--- src/hdl/deadline_ordered_queue_unit_defines.svh ---
// assertion macros shared by the queue unit
`ifndef DEADLINE_ORDERED_QUEUE_UNIT_DEFINES_SVH
`define DEADLINE_ORDERED_QUEUE_UNIT_DEFINES_SVH

// same-cycle implication, checked while out of reset
`define DOQ_ASSERT_IMP(label, clk, rst_n, ante, cons, msg) \
	label: assert property (@(posedge clk) disable iff (!rst_n) (ante) |-> (cons)) \
		else $error(msg);

// next-cycle implication, checked while out of reset
`define DOQ_ASSERT_NXT(label, clk, rst_n, ante, cons, msg) \
	label: assert property (@(posedge clk) disable iff (!rst_n) (ante) |=> (cons)) \
		else $error(msg);

`endif

--- src/hdl/doq_pkg.sv ---
`default_nettype none
package doq_pkg;

	localparam int DEPTH  = 64;
	localparam int AW     = (DEPTH > 1) ? $clog2(DEPTH) : 1;
	localparam int CW     = $clog2(DEPTH + 1);
	localparam int TAG_W  = 16;
	localparam int MIN_W  = 11;
	localparam int LEN_W  = 8;
	localparam int DL_W   = MIN_W + 1;
	localparam int SLOT_W = 6;
	localparam int OCC_W  = 7;
	localparam int STAT_W = 2;

	typedef logic [AW-1:0] ptr_t;
	typedef logic [CW-1:0] cnt_t;

	typedef struct packed {
		logic [TAG_W-1:0] tag;
		logic [MIN_W-1:0] start;
		logic [LEN_W-1:0] len;
	} entry_t;

	localparam logic CMD_INSERT = 1'b0;
	localparam logic CMD_REMOVE = 1'b1;

	localparam logic [STAT_W-1:0] STAT_DONE  = 2'd0;
	localparam logic [STAT_W-1:0] STAT_FULL  = 2'd1;
	localparam logic [STAT_W-1:0] STAT_EMPTY = 2'd2;

	typedef struct packed {
		logic [STAT_W-1:0] status;
		ptr_t              slot;
		cnt_t              count;
		entry_t            head;
	} result_t;

	typedef enum logic [3:0] {
		S_IDLE = 4'b0001,
		S_SCAN = 4'b0010,
		S_HEAD = 4'b0100,
		S_DONE = 4'b1000
	} state_t;

	// ring pointer step with wrap at the depth
	function automatic ptr_t ptr_inc(input ptr_t p);
		return (p == ptr_t'(DEPTH - 1)) ? '0 : ptr_t'(p + 1'b1);
	endfunction

	// start plus length at full precision
	function automatic logic [DL_W-1:0] deadline(input entry_t e);
		return DL_W'(e.start) + DL_W'(e.len);
	endfunction

endpackage
`default_nettype wire

--- src/hdl/deadline_ordered_queue_unit.sv ---
// channel | handshake           | fields
// --------+---------------------+---------------------------------------------------
// in      | in_valid, in_ready  | cmd, entry_tag, has_reservation, reserved_start,
//         |                     | service_length, now_minute
// out     | out_valid, out_ready| status, insert_slot, occupancy, head_valid,
//         |                     | head_tag, head_start, head_length
//
// one word in, one word out; a word is taken only while the sequencer is idle
// append, rejection: idle to done; remove: idle, head refetch if entries remain, done
// reserved insert: one pass over the entries through the single read port of the
//   entry memory, read and shifted write in lockstep
// reset clears pointers, fill count and control state; entry memory is not cleared
// a stalled result sits in the output register while the next word is taken
`default_nettype none
module deadline_ordered_queue_unit (
	input  wire logic                          clk,
	input  wire logic                          arst_n,
	input  wire logic                          in_valid,
	output logic                               in_ready,
	input  wire logic                          cmd,
	input  wire logic [doq_pkg::TAG_W-1:0]     entry_tag,
	input  wire logic                          has_reservation,
	input  wire logic [doq_pkg::MIN_W-1:0]     reserved_start,
	input  wire logic [doq_pkg::LEN_W-1:0]     service_length,
	input  wire logic [doq_pkg::MIN_W-1:0]     now_minute,
	output logic                               out_valid,
	input  wire logic                          out_ready,
	output logic      [doq_pkg::STAT_W-1:0]    status,
	output logic      [doq_pkg::SLOT_W-1:0]    insert_slot,
	output logic      [doq_pkg::OCC_W-1:0]     occupancy,
	output logic                               head_valid,
	output logic      [doq_pkg::TAG_W-1:0]     head_tag,
	output logic      [doq_pkg::MIN_W-1:0]     head_start,
	output logic      [doq_pkg::LEN_W-1:0]     head_length
);

	// sequencer to output register
	doq_pkg::result_t res;
	logic             res_valid;
	logic             res_ready;

	// entry memory ports
	logic             ram_wr_en;
	doq_pkg::ptr_t    ram_wr_addr;
	doq_pkg::entry_t  ram_wr_data;
	logic             ram_rd_en;
	doq_pkg::ptr_t    ram_rd_addr;
	doq_pkg::entry_t  ram_rd_data;

	// output register
	logic             out_valid_q;
	doq_pkg::result_t out_q;
	logic             has_head;

	// ring of entries, head pointer and tail pointer live in the sequencer
	doq_ram #(
		.WIDTH ($bits(doq_pkg::entry_t)),
		.DEPTH (doq_pkg::DEPTH)
	) u_entry_ram (
		.clk     (clk),
		.wr_en   (ram_wr_en),
		.wr_addr (ram_wr_addr),
		.wr_data (ram_wr_data),
		.rd_en   (ram_rd_en),
		.rd_addr (ram_rd_addr),
		.rd_data (ram_rd_data)
	);

	doq_ctrl u_ctrl (
		.clk             (clk),
		.arst_n          (arst_n),
		.in_valid        (in_valid),
		.in_ready        (in_ready),
		.cmd             (cmd),
		.entry_tag       (entry_tag),
		.has_reservation (has_reservation),
		.reserved_start  (reserved_start),
		.service_length  (service_length),
		.now_minute      (now_minute),
		.res_valid       (res_valid),
		.res_ready       (res_ready),
		.res             (res),
		.ram_wr_en       (ram_wr_en),
		.ram_wr_addr     (ram_wr_addr),
		.ram_wr_data     (ram_wr_data),
		.ram_rd_en       (ram_rd_en),
		.ram_rd_addr     (ram_rd_addr),
		.ram_rd_data     (ram_rd_data)
	);

	// slot free when empty or being drained this cycle
	assign res_ready = !out_valid_q || out_ready;

	always_ff @(posedge clk or negedge arst_n) begin
		if (!arst_n) begin
			out_valid_q <= 1'b0;
		end else if (res_ready) begin
			out_valid_q <= res_valid;
		end
	end

	always_ff @(posedge clk) begin
		if (res_ready && res_valid) begin
			out_q <= res;
		end
	end

	// head fields read as zero on an empty queue
	assign has_head    = (out_q.count != '0);
	assign out_valid   = out_valid_q;
	assign status      = out_q.status;
	assign insert_slot = doq_pkg::SLOT_W'(out_q.slot);
	assign occupancy   = doq_pkg::OCC_W'(out_q.count);
	assign head_valid  = has_head;
	assign head_tag    = has_head ? out_q.head.tag   : '0;
	assign head_start  = has_head ? out_q.head.start : '0;
	assign head_length = has_head ? out_q.head.len   : '0;

endmodule
`default_nettype wire

--- src/hdl/doq_ram.sv ---
`default_nettype none
module doq_ram #(
	parameter int WIDTH = 8,
	parameter int DEPTH = 16
) (
	input  wire logic                             clk,
	input  wire logic                             wr_en,
	input  wire logic [$clog2(DEPTH)-1:0]         wr_addr,
	input  wire logic [WIDTH-1:0]                 wr_data,
	input  wire logic                             rd_en,
	input  wire logic [$clog2(DEPTH)-1:0]         rd_addr,
	output logic      [WIDTH-1:0]                 rd_data
);

	logic [WIDTH-1:0] mem [DEPTH];

	always_ff @(posedge clk) begin
		if (wr_en) begin
			mem[wr_addr] <= wr_data;
		end
		if (rd_en) begin
			rd_data <= mem[rd_addr];
		end
	end

endmodule
`default_nettype wire

--- src/hdl/doq_ctrl.sv ---
`default_nettype none
`include "deadline_ordered_queue_unit_defines.svh"
module doq_ctrl (
	input  wire logic                          clk,
	input  wire logic                          arst_n,
	input  wire logic                          in_valid,
	output logic                               in_ready,
	input  wire logic                          cmd,
	input  wire logic [doq_pkg::TAG_W-1:0]     entry_tag,
	input  wire logic                          has_reservation,
	input  wire logic [doq_pkg::MIN_W-1:0]     reserved_start,
	input  wire logic [doq_pkg::LEN_W-1:0]     service_length,
	input  wire logic [doq_pkg::MIN_W-1:0]     now_minute,
	output logic                               res_valid,
	input  wire logic                          res_ready,
	output doq_pkg::result_t                   res,
	output logic                               ram_wr_en,
	output doq_pkg::ptr_t                      ram_wr_addr,
	output doq_pkg::entry_t                    ram_wr_data,
	output logic                               ram_rd_en,
	output doq_pkg::ptr_t                      ram_rd_addr,
	input  wire doq_pkg::entry_t               ram_rd_data
);

	doq_pkg::state_t state_q;
	doq_pkg::ptr_t   head_ptr_q;
	doq_pkg::ptr_t   tail_ptr_q;
	doq_pkg::cnt_t   fill_q;
	doq_pkg::entry_t head_q;
	doq_pkg::entry_t new_q;
	doq_pkg::entry_t carry_q;
	logic [doq_pkg::DL_W-1:0]   key_q;
	logic [doq_pkg::STAT_W-1:0] status_q;
	doq_pkg::ptr_t   pos_q;
	logic            found_q;
	doq_pkg::cnt_t   rd_idx_q;
	doq_pkg::ptr_t   rd_ptr_q;
	logic            rd_act_s1;
	doq_pkg::cnt_t   idx_s1;
	doq_pkg::ptr_t   addr_s1;

	logic            accept;
	logic            is_remove;
	logic            full;
	logic            empty;
	logic            rd_go;
	logic            scan_last;
	logic            hit;
	doq_pkg::entry_t new_in;

	assign in_ready  = (state_q == doq_pkg::S_IDLE);
	assign accept    = in_valid && in_ready;
	assign is_remove = (cmd == doq_pkg::CMD_REMOVE);
	assign full      = (fill_q == doq_pkg::cnt_t'(doq_pkg::DEPTH));
	assign empty     = (fill_q == '0);
	assign rd_go     = (rd_idx_q <= fill_q);
	assign scan_last = rd_act_s1 && (idx_s1 == fill_q);
	assign hit       = !found_q && (doq_pkg::deadline(ram_rd_data) > key_q);

	always_comb begin
		new_in.tag   = entry_tag;
		new_in.start = has_reservation ? reserved_start : now_minute;
		new_in.len   = service_length;
	end

	// memory port control
	always_comb begin
		ram_wr_en   = 1'b0;
		ram_wr_addr = tail_ptr_q;
		ram_wr_data = new_in;
		ram_rd_en   = 1'b0;
		ram_rd_addr = rd_ptr_q;
		if (accept && !is_remove && !full && !has_reservation) begin
			ram_wr_en = 1'b1;
		end
		if (accept && is_remove && (fill_q > doq_pkg::cnt_t'(1))) begin
			ram_rd_en   = 1'b1;
			ram_rd_addr = doq_pkg::ptr_inc(head_ptr_q);
		end
		if (state_q == doq_pkg::S_SCAN) begin
			ram_rd_en   = rd_go;
			ram_wr_addr = addr_s1;
			if (rd_act_s1) begin
				if (scan_last) begin
					ram_wr_en   = 1'b1;
					ram_wr_data = found_q ? carry_q : new_q;
				end else if (found_q) begin
					ram_wr_en   = 1'b1;
					ram_wr_data = carry_q;
				end else if (hit) begin
					ram_wr_en   = 1'b1;
					ram_wr_data = new_q;
				end
			end
		end
	end

	always_ff @(posedge clk or negedge arst_n) begin
		if (!arst_n) begin
			state_q    <= doq_pkg::S_IDLE;
			head_ptr_q <= '0;
			tail_ptr_q <= '0;
			fill_q     <= '0;
			found_q    <= 1'b0;
			rd_act_s1  <= 1'b0;
			rd_idx_q   <= '0;
			rd_ptr_q   <= '0;
			status_q   <= doq_pkg::STAT_DONE;
			pos_q      <= '0;
		end else begin
			case (state_q)
				doq_pkg::S_IDLE: begin
					rd_act_s1 <= 1'b0;
					if (accept) begin
						pos_q    <= '0;
						status_q <= doq_pkg::STAT_DONE;
						if (!is_remove) begin
							if (full) begin
								status_q <= doq_pkg::STAT_FULL;
								state_q  <= doq_pkg::S_DONE;
							end else if (!has_reservation) begin
								pos_q      <= doq_pkg::ptr_t'(fill_q);
								tail_ptr_q <= doq_pkg::ptr_inc(tail_ptr_q);
								fill_q     <= fill_q + 1'b1;
								state_q    <= doq_pkg::S_DONE;
							end else begin
								key_q    <= doq_pkg::deadline(new_in);
								rd_idx_q <= '0;
								rd_ptr_q <= head_ptr_q;
								found_q  <= 1'b0;
								state_q  <= doq_pkg::S_SCAN;
							end
						end else begin
							if (empty) begin
								status_q <= doq_pkg::STAT_EMPTY;
								state_q  <= doq_pkg::S_DONE;
							end else begin
								head_ptr_q <= doq_pkg::ptr_inc(head_ptr_q);
								fill_q     <= fill_q - 1'b1;
								state_q    <= (fill_q > doq_pkg::cnt_t'(1)) ?
									doq_pkg::S_HEAD : doq_pkg::S_DONE;
							end
						end
					end
				end
				doq_pkg::S_SCAN: begin
					rd_act_s1 <= rd_go;
					if (rd_go) begin
						rd_idx_q <= rd_idx_q + 1'b1;
						rd_ptr_q <= doq_pkg::ptr_inc(rd_ptr_q);
					end
					if (rd_act_s1) begin
						if (scan_last) begin
							if (!found_q) begin
								pos_q <= doq_pkg::ptr_t'(idx_s1);
							end
							tail_ptr_q <= doq_pkg::ptr_inc(tail_ptr_q);
							fill_q     <= fill_q + 1'b1;
							state_q    <= doq_pkg::S_DONE;
						end else if (hit) begin
							found_q <= 1'b1;
							pos_q   <= doq_pkg::ptr_t'(idx_s1);
						end
					end
				end
				doq_pkg::S_HEAD: begin
					state_q <= doq_pkg::S_DONE;
				end
				doq_pkg::S_DONE: begin
					if (res_ready) begin
						state_q <= doq_pkg::S_IDLE;
					end
				end
				default: begin
					state_q <= doq_pkg::S_IDLE;
				end
			endcase
		end
	end

	// payload registers
	always_ff @(posedge clk) begin
		if (accept) begin
			new_q <= new_in;
			if (!is_remove && !full && !has_reservation && empty) begin
				head_q <= new_in;
			end
		end
		if (state_q == doq_pkg::S_SCAN && rd_go) begin
			idx_s1  <= rd_idx_q;
			addr_s1 <= rd_ptr_q;
		end
		if (state_q == doq_pkg::S_SCAN && rd_act_s1) begin
			carry_q <= ram_rd_data;
			if (scan_last && ((found_q && pos_q == '0) || (!found_q && idx_s1 == '0))) begin
				head_q <= new_q;
			end
		end
		if (state_q == doq_pkg::S_HEAD) begin
			head_q <= ram_rd_data;
		end
	end

	assign res_valid  = (state_q == doq_pkg::S_DONE);
	assign res.status = status_q;
	assign res.slot   = pos_q;
	assign res.count  = fill_q;
	assign res.head   = head_q;

	// expected tail from head and fill, for checking only
	logic [doq_pkg::CW:0] tail_sum;
	logic [doq_pkg::CW:0] tail_wrap;
	assign tail_sum  = (doq_pkg::CW + 1)'(head_ptr_q) + (doq_pkg::CW + 1)'(fill_q);
	assign tail_wrap = (tail_sum >= (doq_pkg::CW + 1)'(doq_pkg::DEPTH)) ?
		tail_sum - (doq_pkg::CW + 1)'(doq_pkg::DEPTH) : tail_sum;

	`DOQ_ASSERT_IMP(a_fill_bound, clk, arst_n, 1'b1, fill_q <= doq_pkg::cnt_t'(doq_pkg::DEPTH), "fill count above depth")
	`DOQ_ASSERT_IMP(a_ring_tail, clk, arst_n, state_q == doq_pkg::S_IDLE, tail_ptr_q == doq_pkg::ptr_t'(tail_wrap), "tail pointer out of step with head and fill")
	`DOQ_ASSERT_IMP(a_scan_write, clk, arst_n, ram_wr_en && state_q == doq_pkg::S_SCAN, rd_act_s1, "scan write without read data")
	`DOQ_ASSERT_IMP(a_full_hold, clk, arst_n, state_q == doq_pkg::S_DONE && status_q == doq_pkg::STAT_FULL, full, "full rejection with room left")
	`DOQ_ASSERT_NXT(a_scan_ends, clk, arst_n, state_q == doq_pkg::S_SCAN && scan_last, state_q == doq_pkg::S_DONE && !rd_act_s1, "scan did not close after tail slot")

endmodule
`default_nettype wire

--- config.mk ---
export PLATFORM = sky130hd
export DESIGN_NAME = deadline_ordered_queue_unit
export DESIGN_NICKNAME = d
export VERILOG_FILES = /design/src/hdl/doq_pkg.sv /design/src/hdl/deadline_ordered_queue_unit.sv /design/src/hdl/doq_ram.sv /design/src/hdl/doq_ctrl.sv
export VERILOG_INCLUDE_DIRS = /design/src /design/src/hdl
export SDC_FILE = /design/constraint.sdc
export NUM_CORES = 2
export LEC_CHECK = 0
export BUFFER_PORTS_ARGS = -buffer_cell sky130_fd_sc_hd__buf_4
export CAP_MARGIN = 40
export CORE_MARGIN = 4
export CORE_UTILIZATION = 48
export DETAILED_ROUTE_END_ITERATION = 7
export PLACE_DENSITY = 0.68
export REMOVE_ABC_BUFFERS = 1
export SYNTH_ARGS = -nofsm -noshare
export SYNTH_HDL_FRONTEND = slang
export SYNTH_SLANG_ARGS = --single-unit
--- constraint.sdc ---
create_clock -name clk -period 23.4 [get_ports clk]
set_clock_uncertainty 0.05 [all_clocks]
set_input_delay 1.17 -clock clk [delete_from_list [all_inputs] [get_ports clk]]
set_output_delay 1.17 -clock clk [all_outputs]
set_load 0.05 [all_outputs]
==> results.yml <==
place:
  numPortBuffers: 104
  post-dp-hpwl_mm: 167
  place_congestion: 0.867
worst_setup_path:
  timing.rr.end: "u_entry_ram.rd_data[27]"
  reg2regPathDepth: 14
  cp-end-kind: "flip-flop"
  critical_path_arrival_ns: 8.15
  crit_type: "reg2reg"
  reg2reg_from: "u_ctrl.state_q[0]"
  worst_setup_path_start_kind: "flip-flop"
  r2r_setup_slack_ns: 15.95
  critPathMaxFanout: 170
  worstPathRequired_ns: 24.10
status:
  outcome: "finished, final reports clean"
cts:
  htree_levels: 4
  cts_tree: "done"
  holdBufCountCts: 0
  clock-sinks: 2502
  cts_resized: 0
  path_clk_slew_ns: 0.06
  post-cts-setup-buffers: 0
  cts_made_buffers: 233
  max-clock-path-buffers: 3
  clock_latency_ns: 0.90
  clockRootBuffer: "clkbuf_16"
timing:
  hold_viol: 0
  finalMaxSlewViolations: 0
  relSlewSlack: 0.241
  setup_viol: 0
  fin_crit_ns: 7.45
  fmax_ghz: 0.134
  finalCritPeriodShare: 0.318
  fin_setup_tns_ns: 0
  worst_slew_pin_slew_ns: 1.14
  holdWs_ns: 0.252
  rsz0062_at_grt: "no"
global_route:
  grt_max_degree: 171
  antenna_found_initial: 11
  grt-ovfl-total: 0
  grt_pass1_vias: 61500
  grt.total_usage: 0.284
  grt_pass1_wl_mm: 445
yosys:
  synth_area_per_cell_um2: 14.2
  yosys_most_used_dff: "edfxtp_1"
  yosysWarnings: 0
  synth_area_leaders: "edfxtp_1 (73%), nand2_1 (5.3%), mux2i_1 (3.5%), nand3_1 (2.0%), a21oi_1 (1.2%)"
  ys_seq_area_frac: 0.745
  synth_area_mm2: 0.100
  synth_top_area_share: 0.726
  synth_edf_count: 2420
  async_reset_ff_frac: 0.0188
  ys_ff_latch: 2502
  synth_top_area_cell: "edfxtp_1"
  ys_types: 89
  syn_inst: 7030
die:
  die_h_um: 465
  io_pins: 105
  core_area_mm2: 0.207
  fp.dieW_um: 465
  die_area_mm2: 0.216
  num_rows: 167
  start_util: 0.483
final_layout:
  mostFrequentLayoutCell: "edfxtp_1"
  fin_nets: 7255
  fillers: 16400
  layout_common_cells: "edfxtp_1 (2420), nand2_1 (1404), nand3_1 (401)"
  drive_above_1_share: 0.122
  syn_to_final_growth_pct: 12.6
job:
  cap_violations: 0
power:
  power_uw: 13600
  ir_worst_vdd_uv: 121
  leakagePower_uw: 0.0381
  powerDensity_mw_per_mm2: 121
hold_path:
  hold_path.class: "in2async"
route:
  wl_per_cell_um: 31.0
  drt_iter0_drc: 11000
  vias_per_cell: 6.44
  vias: 65400
  ant_nets: 0
  wirelength_mm: 315
  drc: 0
  firstDrtPassIters: 8
routing by layer:
layer	vias up	track usage	wire, µm
met5	-	0	0
met4	0	0.151	19200
met3	805	0.0654	40900
met2	4869	0.431	141000
met1	32700	0.383	114000
li1	27100	-	-
registers in the layout, summed over array words and instances (netlist names), 2 cells and up:
register,flops
u_ctrl.fill_q,7
u_ctrl.tail_ptr_q,6
u_ctrl.new_q,35
u_ctrl.rd_ptr_q,6
u_entry_ram.mem,2240
u_ctrl.idx_s1,7
u_ctrl.addr_s1,6
u_ctrl.rd_idx_q,7
u_ctrl.carry_q,35
u_ctrl.head_ptr_q,6
status,2
u_ctrl.state_q,4
occupancy,7
u_ctrl.key_q,12
u_ctrl.pos_q,6
u_ctrl.status_q,2
insert_slot,6
u_ctrl.res,35
u_entry_ram.rd_data,35
out_q,35
layout make-up:
type	instances	area (µm²)	share of cell area
Inverter	91	342	0.00303
Timing Repair Buffer	352	2920	0.0259
Clock inverter	146	1440	0.0128
Clock buffer	285	6130	0.0544
Antenna cell	9	22.5	0.000200
Multi-Input combinational cell	3979	23800	0.211
Tap cell	2788	3490	0.0310
Sequential cell	2502	74500	0.662
cells in the mapped netlist (all sizes together) (50+ instances only):
| cell type | number |
|---|---|
| a21oi | 247 |
| buf | 274 |
| inv | 89 |
| o211ai | 71 |
| o22ai | 163 |
| a31oi | 170 |
| nor3 | 160 |
| edfxtp | 2420 |
| mux2i | 348 |
| nand2 | 1405 |
| nor2 | 129 |
| o21ai | 124 |
| nor4 | 54 |
| clkbuf | 184 |
| nand3 | 402 |
| mux2 | 54 |
| o2111ai | 50 |
logic make-up after synthesis:
family / count (synthesis) / share of synthesized area
flops: 2502 / 0.745
simple gates: 2340 / 0.102
compound gates: 1150 / 0.0777
buf+inv: 549 / 0.0253
mux: 402 / 0.0410
fa+ha+maj: 44 / 0.00565
xor+xnor: 43 / 0.00376
through the flow:
step                      utilization  cells  worst slack (ns)  area, µm²
after floorplan                     -   6572              2.00      97900
after global placement          0.505   9670             16.28     105000
after detailed placement        0.507   9711             16.33     105000
after CTS                       0.543  10100             16.28     113000
after global routing            0.544  10100             15.83     113000
final                           0.544  10200             15.95     113000
worst max-delay path by stage:
stage,endpoint,cells past startpoint,start
6_report,u_entry_ram.rd_data[27],14,u_ctrl.state_q[0]
5_1_grt,u_entry_ram.rd_data[0],14,u_ctrl.state_q[0]
4_1_cts,u_entry_ram.rd_data[27],14,u_ctrl.state_q[0]
3_5_place_dp,u_entry_ram.rd_data[17],14,u_ctrl.state_q[0]
3_3_place_gp,u_entry_ram.rd_data[26],15,in_valid
2_1_floorplan,u_entry_ram.rd_data[0],8,in_valid
worst max-delay path, stage by stage (launching register included):
cell	delay [ns]
dfstp_2	0.59
or4b_1	0.61
inv_1	0.47
o2111ai_4	0.33
o22ai_4	0.20
buf_4	0.54
buf_4	0.79
buf_12	0.53
buf_4	0.80
buf_4	0.74
nand2_1	0.14
nand3_1	0.12
nand3_1	0.09
a311oi_1	0.60
or4_1	0.22
power breakdown:
part	leakage, µW	switching (µW)	total, µW	internal, µW
sequential	0.0226	167	5290	5120
clock	0.00370	1670	3790	2120
combinational	0.0117	3270	4570	1300
total	0.0381	5100	13600	8540
No activity file was read; power rests on OpenSTA's default activity.
